**config.mk**
```make
export PLATFORM = sky130hd
export DESIGN_NAME = payload_load_state_tracker
export DESIGN_NICKNAME = d
export VERILOG_FILES = /design/src/sv/plst_pkg.sv /design/src/sv/plst_divider.sv /design/src/sv/plst_datapath.sv /design/src/sv/plst_ctrl.sv /design/src/sv/payload_load_state_tracker.sv
export SDC_FILE = /design/constraint.sdc
export NUM_CORES = 1
export LEC_CHECK = 0
export BUFFER_PORTS_ARGS = -buffer_cell sky130_fd_sc_hd__buf_2
export CAP_MARGIN = 20
export CORE_UTILIZATION = 30
export CTS_BUF_LIST = sky130_fd_sc_hd__clkbuf_4 sky130_fd_sc_hd__clkbuf_8
export DETAILED_ROUTE_END_ITERATION = 6
export HOLD_SLACK_MARGIN = 0.05
export PLACE_DENSITY = 0.45
export SYNTH_ARGS = -nofsm -noshare
export SYNTH_HDL_FRONTEND = slang
export SYNTH_SLANG_ARGS = --single-unit
```
**constraint.sdc**
```tcl
create_clock -name clk -period 11.13 [get_ports clk]
set_input_delay 2.226 -clock clk [delete_from_list [all_inputs] [get_ports clk]]
set_output_delay 2.226 -clock clk [all_outputs]
set_load 0.1 [all_outputs]
```
**src/sv/plst_pkg.sv**
```systemverilog
`timescale 1ns / 1ps

package plst_pkg;

  localparam int FRACTION_BITS = 8;
  localparam int WEIGHT_W      = 16;
  localparam int FIXED_W       = 24;
  localparam int LEN_W         = 8;
  localparam int TICKS_W       = 17;
  localparam int DIVIDEND_W    = FIXED_W + LEN_W + 1;
  localparam int STEP_CNT_W    = $clog2(DIVIDEND_W + 1);
  localparam int CFG_DATA_W    = 16;
  localparam int CFG_INDEX_W   = 2;

  localparam logic [TICKS_W-1:0] TICKS_MAX = {TICKS_W{1'b1}};

  localparam logic [1:0] CMD_SAMPLE = 2'd0;
  localparam logic [1:0] CMD_MOTION = 2'd1;
  localparam logic [1:0] CMD_TICK   = 2'd2;

  localparam logic [1:0] ST_EMPTY     = 2'd0;
  localparam logic [1:0] ST_LOADING   = 2'd1;
  localparam logic [1:0] ST_UNLOADING = 2'd2;
  localparam logic [1:0] ST_LOADED    = 2'd3;

  localparam logic [CFG_INDEX_W-1:0] REG_AVERAGE_LENGTH   = 2'd0;
  localparam logic [CFG_INDEX_W-1:0] REG_LOAD_THRESHOLD   = 2'd1;
  localparam logic [CFG_INDEX_W-1:0] REG_THRESHOLD_MARGIN = 2'd2;
  localparam logic [CFG_INDEX_W-1:0] REG_FIXATION_SECONDS = 2'd3;

  typedef struct packed {
    logic capture;
    logic div_start;
    logic finish;
  } ctrl_cmd_t;

  typedef struct packed {
    logic needs_div;
    logic div_done;
  } dp_status_t;

endpackage

```
**src/sv/plst_divider.sv**
```systemverilog
`timescale 1ns / 1ps

module plst_divider (
  input  logic                            clk,
  input  logic                            rst,
  input  logic                            start,
  input  logic [plst_pkg::DIVIDEND_W-1:0] dividend,
  input  logic [plst_pkg::LEN_W-1:0]      divisor,
  output logic [plst_pkg::DIVIDEND_W-1:0] quotient,
  output logic                            done
);
  import plst_pkg::*;

  logic [DIVIDEND_W-1:0] quo;
  logic [LEN_W-1:0]      rem;
  logic [STEP_CNT_W-1:0] count;
  logic                  busy;
  logic [LEN_W:0]        trial;
  logic [LEN_W:0]        diff;
  logic                  ge;

  assign trial    = {rem, quo[DIVIDEND_W-1]};
  assign ge       = trial >= {1'b0, divisor};
  assign diff     = trial - {1'b0, divisor};
  assign quotient = quo;

  always_ff @(posedge clk) begin
    if (rst) begin
      busy  <= 1'b0;
      done  <= 1'b0;
      count <= '0;
    end else if (start) begin
      busy  <= 1'b1;
      done  <= 1'b0;
      count <= STEP_CNT_W'(DIVIDEND_W);
    end else if (busy) begin
      count <= count - 1'b1;
      if (count == STEP_CNT_W'(1)) begin
        busy <= 1'b0;
        done <= 1'b1;
      end
    end
  end

  always_ff @(posedge clk) begin
    if (start) begin
      quo <= dividend;
      rem <= '0;
    end else if (busy) begin
      rem <= ge ? diff[LEN_W-1:0] : trial[LEN_W-1:0];
      quo <= {quo[DIVIDEND_W-2:0], ge};
    end
  end

endmodule

```
**src/sv/plst_datapath.sv**
```systemverilog
`timescale 1ns / 1ps

module plst_datapath (
  input  logic                             clk,
  input  logic                             rst,
  input  plst_pkg::ctrl_cmd_t              cmd_bus,
  output plst_pkg::dp_status_t             sts,
  input  logic                             cfg_we,
  input  logic [plst_pkg::CFG_INDEX_W-1:0] cfg_index,
  input  logic [plst_pkg::CFG_DATA_W-1:0]  cfg_data,
  input  logic [1:0]                       cmd,
  input  logic [plst_pkg::WEIGHT_W-1:0]    weight,
  input  logic                             is_moving,
  output logic                             event_valid,
  output logic [1:0]                       event_code,
  output logic [1:0]                       load_state,
  output logic [plst_pkg::FIXED_W-1:0]     averaged_weight,
  output logic [plst_pkg::FIXED_W-1:0]     fixed_weight
);
  import plst_pkg::*;

  logic [LEN_W-1:0]    average_length;
  logic [WEIGHT_W-1:0] load_threshold;
  logic [WEIGHT_W-1:0] threshold_margin;
  logic [WEIGHT_W-1:0] fixation_seconds;

  logic [1:0]          cap_cmd;
  logic [WEIGHT_W-1:0] cap_weight;
  logic                cap_moving;

  logic               moving_flag,    moving_flag_next;
  logic               over_threshold, over_threshold_next;
  logic               weight_latched, weight_latched_next;
  logic               window_running, window_running_next;
  logic [TICKS_W-1:0] window_ticks,   window_ticks_next;
  logic [FIXED_W-1:0] filter_value,   filter_value_next;
  logic               filter_valid,   filter_valid_next;
  logic [FIXED_W-1:0] average_value,  average_value_next;
  logic [FIXED_W-1:0] latched_value,  latched_value_next;
  logic [1:0]         current_state,  current_state_next;
  logic               ev;
  logic [1:0]         code;

  logic [FIXED_W-1:0]    wf;
  logic [WEIGHT_W:0]     upper;
  logic [WEIGHT_W-1:0]   lower;
  logic [DIVIDEND_W-1:0] dividend;
  logic [DIVIDEND_W-1:0] quotient;
  logic                  div_done;

  assign wf    = FIXED_W'(cap_weight) << FRACTION_BITS;
  assign upper = {1'b0, load_threshold} + {1'b0, threshold_margin};
  assign lower = (load_threshold > threshold_margin) ? (load_threshold - threshold_margin) : '0;
  assign dividend = DIVIDEND_W'(filter_value) * DIVIDEND_W'(average_length - 1'b1)
                  + DIVIDEND_W'(wf);

  assign sts.needs_div = (cap_cmd == CMD_SAMPLE) && !weight_latched && moving_flag
                       && (average_length > LEN_W'(1)) && filter_valid
                       && (filter_value != '0);
  assign sts.div_done  = div_done;

  plst_divider u_div (
    .clk      (clk),
    .rst      (rst),
    .start    (cmd_bus.div_start),
    .dividend (dividend),
    .divisor  (average_length),
    .quotient (quotient),
    .done     (div_done)
  );

  always_ff @(posedge clk) begin
    if (rst) begin
      average_length   <= LEN_W'(10);
      load_threshold   <= WEIGHT_W'(5000);
      threshold_margin <= WEIGHT_W'(200);
      fixation_seconds <= WEIGHT_W'(10);
    end else if (cfg_we) begin
      unique case (cfg_index)
        REG_AVERAGE_LENGTH:   average_length   <= cfg_data[LEN_W-1:0];
        REG_LOAD_THRESHOLD:   load_threshold   <= cfg_data;
        REG_THRESHOLD_MARGIN: threshold_margin <= cfg_data;
        REG_FIXATION_SECONDS: fixation_seconds <= cfg_data;
        default: ;
      endcase
    end
  end

  always_ff @(posedge clk) begin
    if (cmd_bus.capture) begin
      cap_cmd    <= cmd;
      cap_weight <= weight;
      cap_moving <= is_moving;
    end
  end

  always_comb begin
    moving_flag_next    = moving_flag;
    over_threshold_next = over_threshold;
    weight_latched_next = weight_latched;
    window_running_next = window_running;
    window_ticks_next   = window_ticks;
    filter_value_next   = filter_value;
    filter_valid_next   = filter_valid;
    average_value_next  = average_value;
    latched_value_next  = latched_value;
    ev                  = 1'b0;
    code                = ST_EMPTY;
    unique case (cap_cmd)
      CMD_SAMPLE: begin
        if (weight_latched) begin
          average_value_next = latched_value;
        end else if (!moving_flag) begin
          filter_valid_next  = 1'b0;
          average_value_next = wf;
        end else begin
          filter_value_next  = sts.needs_div ? quotient[FIXED_W-1:0] : wf;
          filter_valid_next  = 1'b1;
          average_value_next = filter_value_next;
        end
        if (({1'b0, cap_weight} > upper) && !over_threshold) begin
          over_threshold_next = 1'b1;
          if (!moving_flag) begin
            ev   = 1'b1;
            code = ST_LOADING;
          end
        end
        if (cap_weight < lower) begin
          if (over_threshold_next) begin
            ev   = 1'b1;
            code = ST_UNLOADING;
          end
          over_threshold_next = 1'b0;
        end
      end
      CMD_MOTION: begin
        moving_flag_next = cap_moving;
      end
      CMD_TICK: begin
        if (over_threshold) begin
          if (!weight_latched && !window_running && moving_flag) begin
            window_running_next = 1'b1;
            window_ticks_next   = '0;
          end else if (window_running && (window_ticks != TICKS_MAX)) begin
            window_ticks_next = window_ticks + 1'b1;
          end
          if (window_running_next && (window_ticks_next > TICKS_W'(fixation_seconds))) begin
            weight_latched_next = 1'b1;
            window_running_next = 1'b0;
            latched_value_next  = average_value;
            ev                  = 1'b1;
            code                = ST_LOADED;
          end
        end else begin
          weight_latched_next = 1'b0;
          window_running_next = 1'b0;
          if ((current_state == ST_UNLOADING) && moving_flag) begin
            ev                 = 1'b1;
            code               = ST_EMPTY;
            latched_value_next = '0;
          end
        end
      end
      default: ;
    endcase
    current_state_next = ev ? code : current_state;
  end

  always_ff @(posedge clk) begin
    if (rst) begin
      moving_flag    <= 1'b0;
      over_threshold <= 1'b0;
      weight_latched <= 1'b0;
      window_running <= 1'b0;
      window_ticks   <= '0;
      filter_value   <= '0;
      filter_valid   <= 1'b0;
      average_value  <= '0;
      latched_value  <= '0;
      current_state  <= ST_EMPTY;
    end else if (cmd_bus.finish) begin
      moving_flag    <= moving_flag_next;
      over_threshold <= over_threshold_next;
      weight_latched <= weight_latched_next;
      window_running <= window_running_next;
      window_ticks   <= window_ticks_next;
      filter_value   <= filter_value_next;
      filter_valid   <= filter_valid_next;
      average_value  <= average_value_next;
      latched_value  <= latched_value_next;
      current_state  <= current_state_next;
    end
  end

  always_ff @(posedge clk) begin
    if (cmd_bus.finish) begin
      event_valid     <= ev;
      event_code      <= ev ? code : ST_EMPTY;
      load_state      <= current_state_next;
      averaged_weight <= average_value_next;
      fixed_weight    <= latched_value_next;
    end
  end

endmodule

```
**src/sv/plst_ctrl.sv**
```systemverilog
`timescale 1ns / 1ps

module plst_ctrl (
  input  logic                 clk,
  input  logic                 rst,
  input  logic                 item_valid,
  output logic                 item_stall,
  output logic                 result_valid,
  input  logic                 result_stall,
  input  plst_pkg::dp_status_t sts,
  output plst_pkg::ctrl_cmd_t  cmd_bus
);
  import plst_pkg::*;

  typedef enum logic [3:0] {
    S_IDLE = 4'b0001,
    S_PREP = 4'b0010,
    S_DIV  = 4'b0100,
    S_FIN  = 4'b1000
  } state_t;

  state_t state, state_next;
  logic   out_free;

  assign out_free   = !result_valid || !result_stall;
  assign item_stall = (state != S_IDLE);

  always_comb begin
    state_next        = state;
    cmd_bus.capture   = 1'b0;
    cmd_bus.div_start = 1'b0;
    cmd_bus.finish    = 1'b0;
    unique case (state)
      S_IDLE: begin
        if (item_valid) begin
          cmd_bus.capture = 1'b1;
          state_next      = S_PREP;
        end
      end
      S_PREP: begin
        if (sts.needs_div) begin
          cmd_bus.div_start = 1'b1;
          state_next        = S_DIV;
        end else begin
          state_next = S_FIN;
        end
      end
      S_DIV: begin
        if (sts.div_done) state_next = S_FIN;
      end
      S_FIN: begin
        if (out_free) begin
          cmd_bus.finish = 1'b1;
          state_next     = S_IDLE;
        end
      end
      default: state_next = S_IDLE;
    endcase
  end

  always_ff @(posedge clk) begin
    if (rst) begin
      state        <= S_IDLE;
      result_valid <= 1'b0;
    end else begin
      state <= state_next;
      if (cmd_bus.finish) begin
        result_valid <= 1'b1;
      end else if (!result_stall) begin
        result_valid <= 1'b0;
      end
    end
  end

  a_finish_needs_room: assert property (@(posedge clk) disable iff (rst)
    cmd_bus.finish |-> out_free)
    else $error("result overwritten while still pending");

  a_finish_delivers: assert property (@(posedge clk) disable iff (rst)
    cmd_bus.finish |=> result_valid && (state == S_IDLE))
    else $error("finished transaction not presented");

  a_div_only_for_average: assert property (@(posedge clk) disable iff (rst)
    cmd_bus.div_start |-> (state == S_PREP) && sts.needs_div)
    else $error("divider started without averaging sample");

  a_div_leaves_fin: assert property (@(posedge clk) disable iff (rst)
    (state == S_DIV) && sts.div_done |=> (state == S_FIN))
    else $error("divider result not consumed");

endmodule

```
**src/sv/payload_load_state_tracker.sv**
```systemverilog
`timescale 1ns / 1ps
// channel  | handshake                  | fields
// item     | item_valid / item_stall    | cmd, weight, is_moving
// result   | result_valid / result_stall| event_valid, event_code, load_state,
//          |                            | averaged_weight, fixed_weight
// config   | cfg_we                     | cfg_index, cfg_data
//
// Motion updates, ticks and plain samples pass through the prepare and final steps
// to the registered result. A moving sample that updates the running average also
// runs the serial divider, one quotient bit per cycle over the 33-bit numerator.
// One item at a time; the next is accepted once the previous result is registered.
// Synchronous active-high reset restores register defaults and the empty state.
// A stalled result holds; the block waits in its final step until the output frees.

module payload_load_state_tracker (
  input  logic                             clk,
  input  logic                             rst,
  input  logic                             cfg_we,
  input  logic [plst_pkg::CFG_INDEX_W-1:0] cfg_index,
  input  logic [plst_pkg::CFG_DATA_W-1:0]  cfg_data,
  input  logic                             item_valid,
  output logic                             item_stall,
  input  logic [1:0]                       cmd,
  input  logic [plst_pkg::WEIGHT_W-1:0]    weight,
  input  logic                             is_moving,
  output logic                             result_valid,
  input  logic                             result_stall,
  output logic                             event_valid,
  output logic [1:0]                       event_code,
  output logic [1:0]                       load_state,
  output logic [plst_pkg::FIXED_W-1:0]     averaged_weight,
  output logic [plst_pkg::FIXED_W-1:0]     fixed_weight
);
  import plst_pkg::*;

  ctrl_cmd_t  cmd_bus;
  dp_status_t sts;

  plst_ctrl u_ctrl (
    .clk          (clk),
    .rst          (rst),
    .item_valid   (item_valid),
    .item_stall   (item_stall),
    .result_valid (result_valid),
    .result_stall (result_stall),
    .sts          (sts),
    .cmd_bus      (cmd_bus)
  );

  plst_datapath u_dp (
    .clk             (clk),
    .rst             (rst),
    .cmd_bus         (cmd_bus),
    .sts             (sts),
    .cfg_we          (cfg_we),
    .cfg_index       (cfg_index),
    .cfg_data        (cfg_data),
    .cmd             (cmd),
    .weight          (weight),
    .is_moving       (is_moving),
    .event_valid     (event_valid),
    .event_code      (event_code),
    .load_state      (load_state),
    .averaged_weight (averaged_weight),
    .fixed_weight    (fixed_weight)
  );

endmodule

```
# Word level (Yosys, flattened, before mapping)

Cells that the tools add are included.

$add $sub $neg: 7
$mul: 1
Magnitude comparators: 6
Eq/ne operators: 18
Mux-type cells: 61
Bitwise logic cells: 1
Reduce and logical (&&, ||, !) cells: 35

Operators by type and width:

| cell                  | number |
|---|---|
| $mux 24               | 8 |
| $mux 17               | 4 |
| $mux 33               | 2 |
| $add 33x24->33        | 1 |
| $mul 24x33->33        | 1 |
| $mux 1                | 30 |
| $reduce_bool 24->1    | 1 |
| $add 16x16->17        | 1 |
| $add 17x1->17 const B | 1 |
| $gt 16x17->1          | 1 |
| $gt 17x16->1          | 1 |
| $ne 17x17->1 const B  | 1 |
| $gt 16x16->1          | 1 |
| $lt 16x16->1          | 1 |
| $mux 16               | 1 |
| $mux 4                | 4 |
| $pmux 4 s4            | 1 |
| $reduce_and 2->1      | 8 |
| $sub 16x16->16        | 1 |
| $mux 2                | 6 |
| $mux 6                | 2 |
| $reduce_and 3->1      | 4 |
| $logic_and 1x1->1     | 11 |
| $ge 9x8->1            | 1 |
| 24 further kinds      | 36 |

Register bits: 278
Output and inout bits: 55

# Depth between registers and ports, before layout

Gate-level depths: netlist (run 1).

Depth after elaboration: 12
Depth in mapped cells: 31
Depth with buffers taken out: 28

# By module

A second synthesis (run 1) with hierarchy kept.

Cells, all modules: 2460
Area, all modules: 22336.4 µm²

By module, submodules not included:

| module        | times used | cells each | area each (µm²) | seq. area each (µm²) |
|---|---|---|---|---|
| plst_datapath | 1          | 2220       | 19550.0         | 5205.0 |
| plst_divider  | 1          | 210        | 2523.7          | 1311.3 |
| plst_ctrl     | 1          | 30         | 262.8           | 100.1 |

# Worst setup path after synthesis (run 1)

No wires, ideal clock.

Path type: flip-flop to flip-flop
Start: reg u_dp.average_length[0]
End: reg u_dp.u_div.quo[29] (netlist: u_dp.u_div.quotient[29]), data pin
Data arrival time: 7.888 ns
Setup slack: 2.976 ns
Stages on the path, launching flop included: 30
Buffers on the path: 5
Cells stage by stage: dfxtp_1 clkbuf_1 clkinv_1 ha_1 and3_1 clkbuf_1 clkbuf_1 nand2_1 fa_1 inv_1 fa_1 fa_1 clkbuf_1 xnor2_1 xnor2_1 fa_1 fa_1 inv_1 fa_1 inv_1 ha_1 clkbuf_1 a21o_1 or4_1 a31oi_1 o32a_1 o211ai_1 a21oi_1 xnor2_1 o21ai_1

Cells in the longest elaborated chain, start to end: 7

Ends and longest elaborated chain:

| item                                                   | line                | RTL |
|---|---|---|
| from (decl)                                            | plst_datapath.sv:22 | `logic [LEN_W-1:0] average_length;` |
| from (signal assigned)                                 | plst_datapath.sv:80 | `REG_AVERAGE_LENGTH: average_length <= cfg_data[LEN_W-1:0];` |
| branches (longest 6 deep; another with $mul 24x33->33) | --                  |  |
| $mux 33 (*)                                            | plst_divider.sv:46  | `if (start) begin` |
| to (signal assigned)                                   | plst_divider.sv:47  | `quo <= dividend;` |
| to (signal assigned)                                   | plst_divider.sv:51  | `quo <= {quo[DIVIDEND_W-2:0], ge};` |
| to (decl)                                              | plst_divider.sv:14  | `logic [DIVIDEND_W-1:0] quo;` |

Mark *: on every way between the ends.
A chain may end at the register's enable or synchronous reset.

# Worst setup path after layout (run 1)

Start: reg u_dp.average_length[4]
End: reg u_dp.u_div.quo[29] (netlist: u_dp.u_div.quotient[29]), data pin

The elaborated chain is that of the path after synthesis.

==> key figures, run 1 <==
Die
  • FP Rows: 106
  • Core Area: 0.0840 mm^2
  • Ports: 97
  • Die Span Y: 294 um
  • Die ar.: 0.0863 mm^2
  • Die width: 294 um
  • Initial Util: 0.304

Final layout
  • Area delta synth->final: 10.8%
  • Fin area: 0.0283 mm^2
  • Area of all sequential standard cells: 0.00662 mm^2
  • Multi-input gate area: 0.0168 mm^2
  • Fin util: 0.337
  • Share of cells above drive strength 1: 0.0979
  • Fillcell total: 8808
  • Final nets: 3396

Timing
  • Final count of hold timing violations: 0
  • Tmin final: 9.37 ns
  • Slew margin rel.: 0.324
  • Final Cycle Share: 0.842
  • Unrepaired setup endpoints after global routing: false
  • Final setup TNS: 0 ns
  • Slew Limit Fails: 0
  • Least-Margin Pin Slew: 1.01 ns
  • Final worst setup slack: 1.76 ns
  • Setup Skew: 0.0332 ns
  • Final setup viols: 0
  • Fmax: 107 MHz

Worst setup path
  • Cell Chain, Critical Path: nor4_1 -> and3_1 -> nand2_1 -> fa_1 -> inv_1 -> fa_1 -> fa_1 -> xnor2_1 -> xnor2_1 -> fa_1 -> fa_1 -> inv_1 -> fa_1 -> inv_1 -> ha_1 -> a21o_1 -> or4_1 -> a31oi_1 -> o32a_1 -> o211ai_1 -> a21oi_1 -> xnor2_1 -> o21ai_1
  • Worst EP required: 11.51 ns
  • Largest delay share family, worst path: adder cells
  • Startpoint Class: flip-flop
  • Crit path arrival time: 9.75 ns
  • Crit. End Element: flip-flop
  • Critical path type: flip-flop to flip-flop
  • Max stage delay on crit path: 0.89 ns
  • Max FO, Critical Path: 24
  • Crit path buffers/inverters: 3
  • CP most frequent cell: fa_1
  • CP max stage cell: xnor2_1

CTS
  • H-tree levels: 2
  • Post-CTS Resized: 0
  • CTS Buf Count: 55
  • Worst-skew pair later-pin latency: 0.66 ns
  • Worst-path clk slew: 0.06 ns
  • CTS Buffer Depth: 3
  • Clk sinks: 278
  • Count of hold-fix buffers inserted at cts: 0
  • CTS tree: built
  • Postcts setup bufs: 0
  • CTS root buf: clkbuf_8

Synthesis
  • Synth Flop Type: dfxtp_1
  • Sequential share of the synthesized area: 0.259
  • Main combinational cell family by area after synthesis: adder cells
  • Synth top area cells: fa_1, dfxtp_1, edfxtp_1, ha_1, inv_1
  • Yosys Warn Count: 0
  • Syn Nets: 3357
  • List of most frequent post-synthesis cells: inv_1, nand2_1, fa_1, nor2_1, ha_1
  • Post-synth EDFFs: 105
  • Synth Area in Adders: 0.318
  • FFs w/ async S/R, synth: 0
  • Synth unique cells: 91
  • Area leader, netlist: fa_1
  • Post-synthesis register bit count: 278
  • Syn Area/Cell: 9.00 um^2
  • Simple logic cell fraction of the synthesized area: 0.168
  • Syn Inst Count: 2837
  • Cell with the most instances after synthesis: inv_1
  • Post-synthesis instance area: 0.0255 mm^2
  • Synth Area in Compound Gates: 0.121
  • Post-synthesis mux area share: 0.0178
  • Area share of the largest cell type after synthesis: 0.225
  • Xor-xnor portion of the synthesized cell area: 0.0329

GRT
  • Global route total overflow: 0
  • Pin count of the biggest net entering global routing: 80
  • Met3 usage in global routing: 0.0292
  • Total global-route track usage: 0.172
  • Antenna violations before repair: 3
  • GRT busiest layer: met2
  • Vias in the first global route: 20100
  • Met1 Use GR: 0.222
  • First-pass GRT wire length: 115 mm
  • GR met2 Demand/Resource: 0.286

Placement
  • DP Area: 0.0271 mm^2
  • HPWL after DPL: 57.1 mm
  • GP Congestion: 0.855
  • Pre-CTS WS: 1.75 ns
  • Count of input and output buffers: 96

Power
  • Total Power: 2710 uW
  • Peak supply drop: 83.8 uV
  • Leakage: 0.0128 uW
  • PwrDens: 95.8 mW/mm^2

Detailed routing
  • DR vias/cell: 4.80
  • Remaining DRCs: 0
  • Final ANT Viol Nets: 0
  • WL final: 74.1 mm
  • Drt first-iter violations: 1163
  • DRT Pass-1 Iters: 5
  • Via count: 19500
  • Routed WL per cell: 18.3 um

Hold path
  • Min-delay worst type: flip-flop to flip-flop

Run status
  • Status: completed

Job
  • Max_cap viols: 0
## cells in the final DEF (no fill, tap or decap), types with 35 or more instances in the layout
master	n
nand2_1	372
clkbuf_8	61
ha_1	191
buf_2	95
fa_1	287
nor2b_1	51
xor2_1	35
inv_1	414
o21a_1	47
edfxtp_1	105
nand3_1	38
nor3_1	44
a21oi_1	151
o21ai_0	73
xnor2_1	59
and2_1	87
dfxtp_1	173
nor2_1	215
## cell type report
cell class,instances,area share
Sequential cell,278,0.234
Tap cell,1134,0.0502
Clock buffer,89,0.0371
Antenna cell,1,0.0000884
Clock inverter,14,0.00380
Inverter,417,0.0553
Multi-Input combinational cell,2002,0.595
Timing Repair Buffer,122,0.0244
## registers in the layout (all words and copies together), names as in the netlist, 2 cells and up
signal                 cells
u_dp.u_div.count           6
u_dp.average_value        24
u_dp.load_state            2
u_dp.current_state         2
u_dp.cap_cmd               2
u_dp.event_code            2
u_dp.cap_weight           16
u_dp.threshold_margin     16
u_dp.u_div.rem             8
u_dp.average_length        8
u_dp.fixation_seconds     16
u_dp.window_ticks         17
u_ctrl.state               4
u_dp.load_threshold       16
u_dp.filter_value         24
u_dp.averaged_weight      24
u_dp.latched_value        24
u_dp.u_div.quotient       33
u_dp.fixed_weight         24
## through the flow
stage / hold WS (ns) / std cells
after floorplan: 0.436 / 2837
after global placement: 0.451 / 3951
after global routing: 0.471 / 4057
final: 0.456 / 4057
after CTS: 0.459 / 4054
after detailed placement: 0.451 / 3951
## path summary, 6_finish.rpt
check / from / slack, ns / to / cells after the start
max: u_dp.average_length[4]$_SDFFE_PP0P_ / 1.76 / u_dp.u_div.quotient[29]$_DFFE_PP_ / 23
max reg2reg: u_dp.average_length[4]$_SDFFE_PP0P_ / 1.76 / u_dp.u_div.quotient[29]$_DFFE_PP_ / 23
min: u_dp.fixation_seconds[13]$_SDFFE_PP0P_ / 0.46 / u_dp.fixation_seconds[13]$_SDFFE_PP0P_ / 2
min reg2reg: u_dp.fixation_seconds[13]$_SDFFE_PP0P_ / 0.46 / u_dp.fixation_seconds[13]$_SDFFE_PP0P_ / 2
## layer usage
layer | up-vias | share of wire
met5 | - | 0.00015
met4 | 2 | 0.037
met3 | 104 | 0.046
met2 | 417 | 0.47
met1 | 9666 | 0.45
li1 | 9302 | -
## cell families after synthesis
logic type | Yosys count
and+or+nand+nor | 925
DFF | 278
adders and majority gates | 478
muxes | 43
xor gates and xnor gates | 96
buffers and inverters | 557
AOI/OAI and AO/OA | 460
## report_power, final
group	switching, uW	total [uW]	internal, uW	leakage [uW]
Combinational	311	484	173	0.00979
Sequential	38.2	1130	1090	0.00241
Clock	481	1100	619	0.000620
Total	831	2710	1880	0.0128
## tightest hold or removal path, cell delays in order, from the launching register on
cell,delay [ns]
dfxtp_1,0.31
nand2_1,0.05
a21oi_1,0.05
No activity file was read; power rests on OpenSTA's default activity.
==> inputs of run 2 (changes only) <==
Clock period 11.13 ns to 9 ns, I/O delays scaled along.
==> key figures, run 2 (synthesized netlist as in run 1, its figures left out) <==
GRT
  • Total global-route track usage: 0.175
  • Antenna violations before repair: 4
  • Pin count of the biggest net entering global routing: 72
  • Global route total overflow: 0
  • Vias in the first global route: 20200
  • First-pass GRT wire length: 118 mm

Placement
  • Count of input and output buffers: 96
  • HPWL after DPL: 58.0 mm
  • DP Area: 0.0272 mm^2
  • GP Congestion: 0.851

Final layout
  • Final nets: 3403
  • Share of cells above drive strength 1: 0.102
  • Fillcell total: 8683
  • Commonest non-fill, non-tap cell in the layout: inv_1
  • Max reg flops: 33
  • Area delta synth->final: 11.6%
  • Fin area: 0.0285 mm^2
  • Fin util: 0.340
  • Commonest cells after routing, fill and taps aside: inv_1, nand2_1, fa_1

CTS
  • Post-CTS Resized: 0
  • Worst-path clk slew: 0.06 ns
  • CTS Buf Count: 56
  • CTS Buffer Depth: 3
  • Count of hold-fix buffers inserted at cts: 0
  • H-tree levels: 2
  • Clk sinks: 278
  • CTS tree: built
  • CTS root buf: clkbuf_8
  • Worst-skew pair later-pin latency: 0.67 ns
  • Postcts setup bufs: 0

Job
  • Max_cap viols: 0

Timing
  • Slew Limit Fails: 0
  • Unrepaired setup endpoints after global routing: false
  • Final setup TNS: 0 ns
  • Final hold slack: 0.454 ns
  • Final setup viols: 0
  • Setup Skew: 0.0582 ns
  • Tmin final: 8.33 ns
  • Final Cycle Share: 0.926
  • Slew margin rel.: 0.281
  • Final count of hold timing violations: 0
  • Fmax: 120 MHz
  • Least-Margin Pin Slew: 1.07 ns

Power
  • PwrDens: 125 mW/mm^2
  • Total Power: 3570 uW
  • Peak supply drop: 96.1 uV
  • Leakage: 0.0129 uW

Detailed routing
  • WL final: 74.6 mm
  • DRT Pass-1 Iters: 5
  • Final ANT Viol Nets: 0
  • Drt first-iter violations: 1072
  • Remaining DRCs: 0
  • DR vias/cell: 4.78
  • Routed WL per cell: 18.4 um
  • Via count: 19400

Die
  • Core Area: 0.0840 mm^2
  • Ports: 97
  • Die Span Y: 294 um
  • FP Rows: 106
  • Initial Util: 0.304
  • Die ar.: 0.0863 mm^2
  • Die width: 294 um

Worst setup path
  • Startpoint Class: flip-flop
  • Reg2reg path depth: 25
  • Crit path arrival time: 8.74 ns
  • Max stage delay on crit path: 0.85 ns
  • CP most frequent cell: fa_1
  • CP max stage cell: xnor2_1
  • Max FO, Critical Path: 9
  • Worst EP required: 9.41 ns
  • Critical path type: flip-flop to flip-flop
  • Crit. End Element: flip-flop

Hold path
  • Hold path depth: 2
  • Min-delay worst type: flip-flop to flip-flop

Run status
  • Status: completed
## run 2: changes by cell type in the layout (fill, tap and decap cells not counted), sizes merged
cell,previous run,this run
clkinv,15,12
buf,122,128
clkbuf,89,88
bufinv,1,7
inv,415,416
## run 2: worst max-delay path, delay by kind of cell, from the launching register on
family | cells | cell delay, ns
adders and majority gates | 8 | 3.92
AOI/OAI and AO/OA | 7 | 1.42
and+or+nand+nor | 5 | 1.35
xor gates and xnor gates | 1 | 0.85
DFF | 1 | 0.34
buffers and inverters | 4 | 0.21
## run 2: per-stage QoR
step	instances	setup slack (ns)
after floorplan	2837	0.846
after global placement	3958	0.810
after detailed placement	3958	0.691
after CTS	4064	0.662
after global routing	4066	0.132
final	4066	0.669
## run 2: final cells by class
class | instances | area [um^2] | area share
Tap cell | 1134 | 1420 | 0.0498
Antenna cell | 1 | 2.50 | 0.0000878
Clock buffer | 88 | 1070 | 0.0374
Timing Repair Buffer | 128 | 727 | 0.0255
Clock inverter | 18 | 275 | 0.00965
Inverter | 417 | 1570 | 0.0549
Multi-Input combinational cell | 2002 | 16800 | 0.591
Sequential cell | 278 | 6620 | 0.232
## run 2: worst paths after layout
| path | slack, ns | from | end |
|---|---|---|---|
| hold reg to reg | 0.45 | u_dp.fixation_seconds[9]$_SDFFE_PP0P_ | u_dp.fixation_seconds[9]$_SDFFE_PP0P_ |
| hold / removal | 0.45 | u_dp.fixation_seconds[9]$_SDFFE_PP0P_ | u_dp.fixation_seconds[9]$_SDFFE_PP0P_ |
| setup reg to reg | 0.67 | u_dp.average_length[2]$_SDFFE_PP0P_ | u_dp.u_div.quotient[32]$_DFFE_PP_ |
| setup / recovery | 0.67 | u_dp.average_length[2]$_SDFFE_PP0P_ | u_dp.u_div.quotient[32]$_DFFE_PP_ |
## run 2: power by group
part / switching [uW] / internal (uW)
combinational: 382 / 215
clock: 626 / 955
sequential: 46.6 / 1340
## run 2: routing by layer
layer | global-route usage | part of all wire | vias up
met3 | 0.0211 | 0.038 | 97
met4 | 0.0398 | 0.019 | 2
li1 | - | - | 9310
met2 | 0.298 | 0.49 | 344
met5 | 0 | 0.00021 | -
met1 | 0.234 | 0.45 | 9669
==> inputs of run 3 (changes only) <==
Settings changed: ABC_AREA from default to 1, CORE_MARGIN from default to 2.
==> key figures, run 3 <==
Run status
  • Status: completed

Worst setup path
  • Max stage delay on crit path: 0.87 ns
  • Worst reg-to-reg setup slack: 0.59 ns
  • Worst EP required: 9.39 ns
  • CP max stage cell: fa_1
  • Max FO, Critical Path: 12
  • Critical path type: flip-flop to flip-flop
  • RR Startpoint: u_dp.average_length[1]$_SDFFE_PP1P_
  • Startpoint Class: flip-flop
  • Worst R2R End: u_dp.u_div.quotient[28]$_DFFE_PP_
  • Crit path arrival time: 8.80 ns
  • Reg2reg path depth: 30
  • Crit. Startpoint: u_dp.average_length[1]$_SDFFE_PP1P_
  • Crit. End Element: flip-flop
  • Largest delay share family, worst path: adder cells
  • Crit path buffers/inverters: 7

Synthesis
  • Post-synth EDFFs: 105
  • Synth unique cells: 65
  • List of most frequent post-synthesis cells: inv_1, nand2_1, fa_1, nor2_1
  • Syn Nets: 3570
  • Yosys Warn Count: 0
  • Area leader, netlist: fa_1
  • Cell with the most instances after synthesis: inv_1
  • Post-synthesis register bit count: 278
  • Synth Flop Type: dfxtp_1
  • Synth top area cells: fa_1, dfxtp_1, edfxtp_1, ha_1, inv_1
  • Post-synthesis instance area: 0.0254 mm^2
  • Syn Inst Count: 3050
  • FFs w/ async S/R, synth: 0
  • Syn Area/Cell: 8.34 um^2
  • Sequential share of the synthesized area: 0.260
  • Area share of the largest cell type after synthesis: 0.226

Timing
  • Fmax: 119 MHz
  • Unrepaired setup endpoints after global routing: false
  • Final setup viols: 0
  • Slew margin rel.: 0.352
  • Slew Limit Fails: 0
  • Final Cycle Share: 0.934
  • Least-Margin Pin Slew: 0.963 ns
  • Final count of hold timing violations: 0
  • Setup Skew: 0.0256 ns
  • Final setup TNS: 0 ns
  • Tmin final: 8.41 ns

Final layout
  • Max reg flops: 33
  • Share of cells above drive strength 1: 0.0949
  • Fillcell total: 9118
  • Area of all sequential standard cells: 0.00662 mm^2
  • Area delta synth->final: 11.0%
  • Final nets: 3647
  • Multi-input gate area: 0.0159 mm^2
  • Commonest cells after routing, fill and taps aside: inv_1, nand2_1, fa_1
  • Commonest non-fill, non-tap cell in the layout: inv_1

Detailed routing
  • Final ANT Viol Nets: 0
  • WL final: 73.4 mm
  • Routed WL per cell: 17.0 um
  • Via count: 19700
  • Drt first-iter violations: 973
  • DR vias/cell: 4.56
  • Remaining DRCs: 0
  • DRT Pass-1 Iters: 5

Die
  • Core Area: 0.0838 mm^2
  • Die ar.: 0.0871 mm^2
  • Die width: 295 um
  • Ports: 97
  • Die Span Y: 295 um
  • Initial Util: 0.303
  • FP Rows: 106

CTS
  • Postcts setup bufs: 0
  • CTS root buf: clkbuf_8
  • CTS Buffer Depth: 3
  • Worst-skew pair later-pin latency: 0.66 ns
  • CTS tree: built
  • Worst-path clk slew: 0.06 ns
  • Clk sinks: 278
  • Post-CTS Resized: 0
  • Count of hold-fix buffers inserted at cts: 0
  • CTS Buf Count: 53
  • H-tree levels: 2

GRT
  • Total global-route track usage: 0.171
  • Antenna violations before repair: 1
  • Pin count of the biggest net entering global routing: 80
  • Global route total overflow: 0
  • Vias in the first global route: 20200
  • First-pass GRT wire length: 116 mm

Placement
  • GP Congestion: 0.849
  • Count of input and output buffers: 96
  • HPWL after DPL: 58.8 mm

Power
  • Leakage: 0.0136 uW
  • Total Power: 3310 uW
  • Peak supply drop: 99.4 uV
  • PwrDens: 117 mW/mm^2

Hold path
  • Hold EP: u_dp.fixation_seconds[5]$_SDFFE_PP0P_
  • Min-delay worst type: flip-flop to flip-flop
  • Hold path depth: 2
  • HP Start: u_dp.fixation_seconds[5]$_SDFFE_PP0P_

Job
  • Max_cap viols: 0
## run 3: report_power, final
group	internal, uW	switching [uW]	total [uW]
Combinational	188	427	614
Clock	717	590	1310
Sequential	1350	34.3	1390
Total	2260	1050	3310
## run 3: worst max path at each step
stage / end / slack [ns] / depth (start not counted)
6_report: u_dp.u_div.quotient[28]$_DFFE_PP_ / 0.59 / 30
5_1_grt: u_dp.u_div.quotient[28]$_DFFE_PP_ / 0.04 / 30
4_1_cts: u_dp.u_div.quotient[28]$_DFFE_PP_ / 0.59 / 30
3_5_place_dp: u_dp.u_div.quotient[28]$_DFFE_PP_ / 0.61 / 30
3_3_place_gp: u_dp.u_div.quotient[28]$_DFFE_PP_ / 0.74 / 31
2_1_floorplan: u_dp.u_div.quotient[29]$_DFFE_PP_ / 0.84 / 35
## run 3: worst min-delay path, cell delays in order, from the launching register on
cell     delay (ns)
dfxtp_1        0.29
inv_1          0.06
a21oi_1        0.06
## run 3: per-stage QoR
| stage | util | setup slack [ns] | cell area, um^2 | hold slack [ns] | cells |
|---|---|---|---|---|---|
| floorplan | - | 0.835 | 25400 | 0.433 | 3050 |
| global route | 0.337 | 0.0396 | 28200 | 0.481 | 4307 |
| finish | 0.337 | 0.590 | 28200 | 0.465 | 4307 |
| detailed placement | 0.324 | 0.606 | 27100 | 0.454 | 4206 |
| CTS | 0.337 | 0.585 | 28200 | 0.463 | 4306 |
| global placement | 0.324 | 0.739 | 27100 | 0.457 | 4206 |
## run 3: area by class of cell
class,count,area share
diodes,1,0.0000887
clock buffers,84,0.0361
clock inverters,16,0.00284
inverters,664,0.0885
multi-input cells,2002,0.562
flip-flops and latches,278,0.234
well taps,1134,0.0503
repair buffers,128,0.0255
## run 3: layer usage
metal  track usage  vias up  part of all wire
met4        0.0461        0             0.026
met2         0.284      315              0.47
li1              -     9773                 -
met5             0        -                 0
met1         0.233     9485              0.46
met3        0.0230       79             0.040
## run 3: kinds of logic (layout without fill, tap and decap cells)
kind of cell               after synthesis  in the layout  share of synthesized area
DFF                                    278            278                      0.260
and+or+nand+nor                        909            909                      0.150
other                                    0              1                          0
xor gates and xnor gates                75             75                     0.0258
adders and majority gates              478            478                      0.320
buffers and inverters                  770            892                      0.116
AOI/OAI and AO/OA                      540            540                      0.128
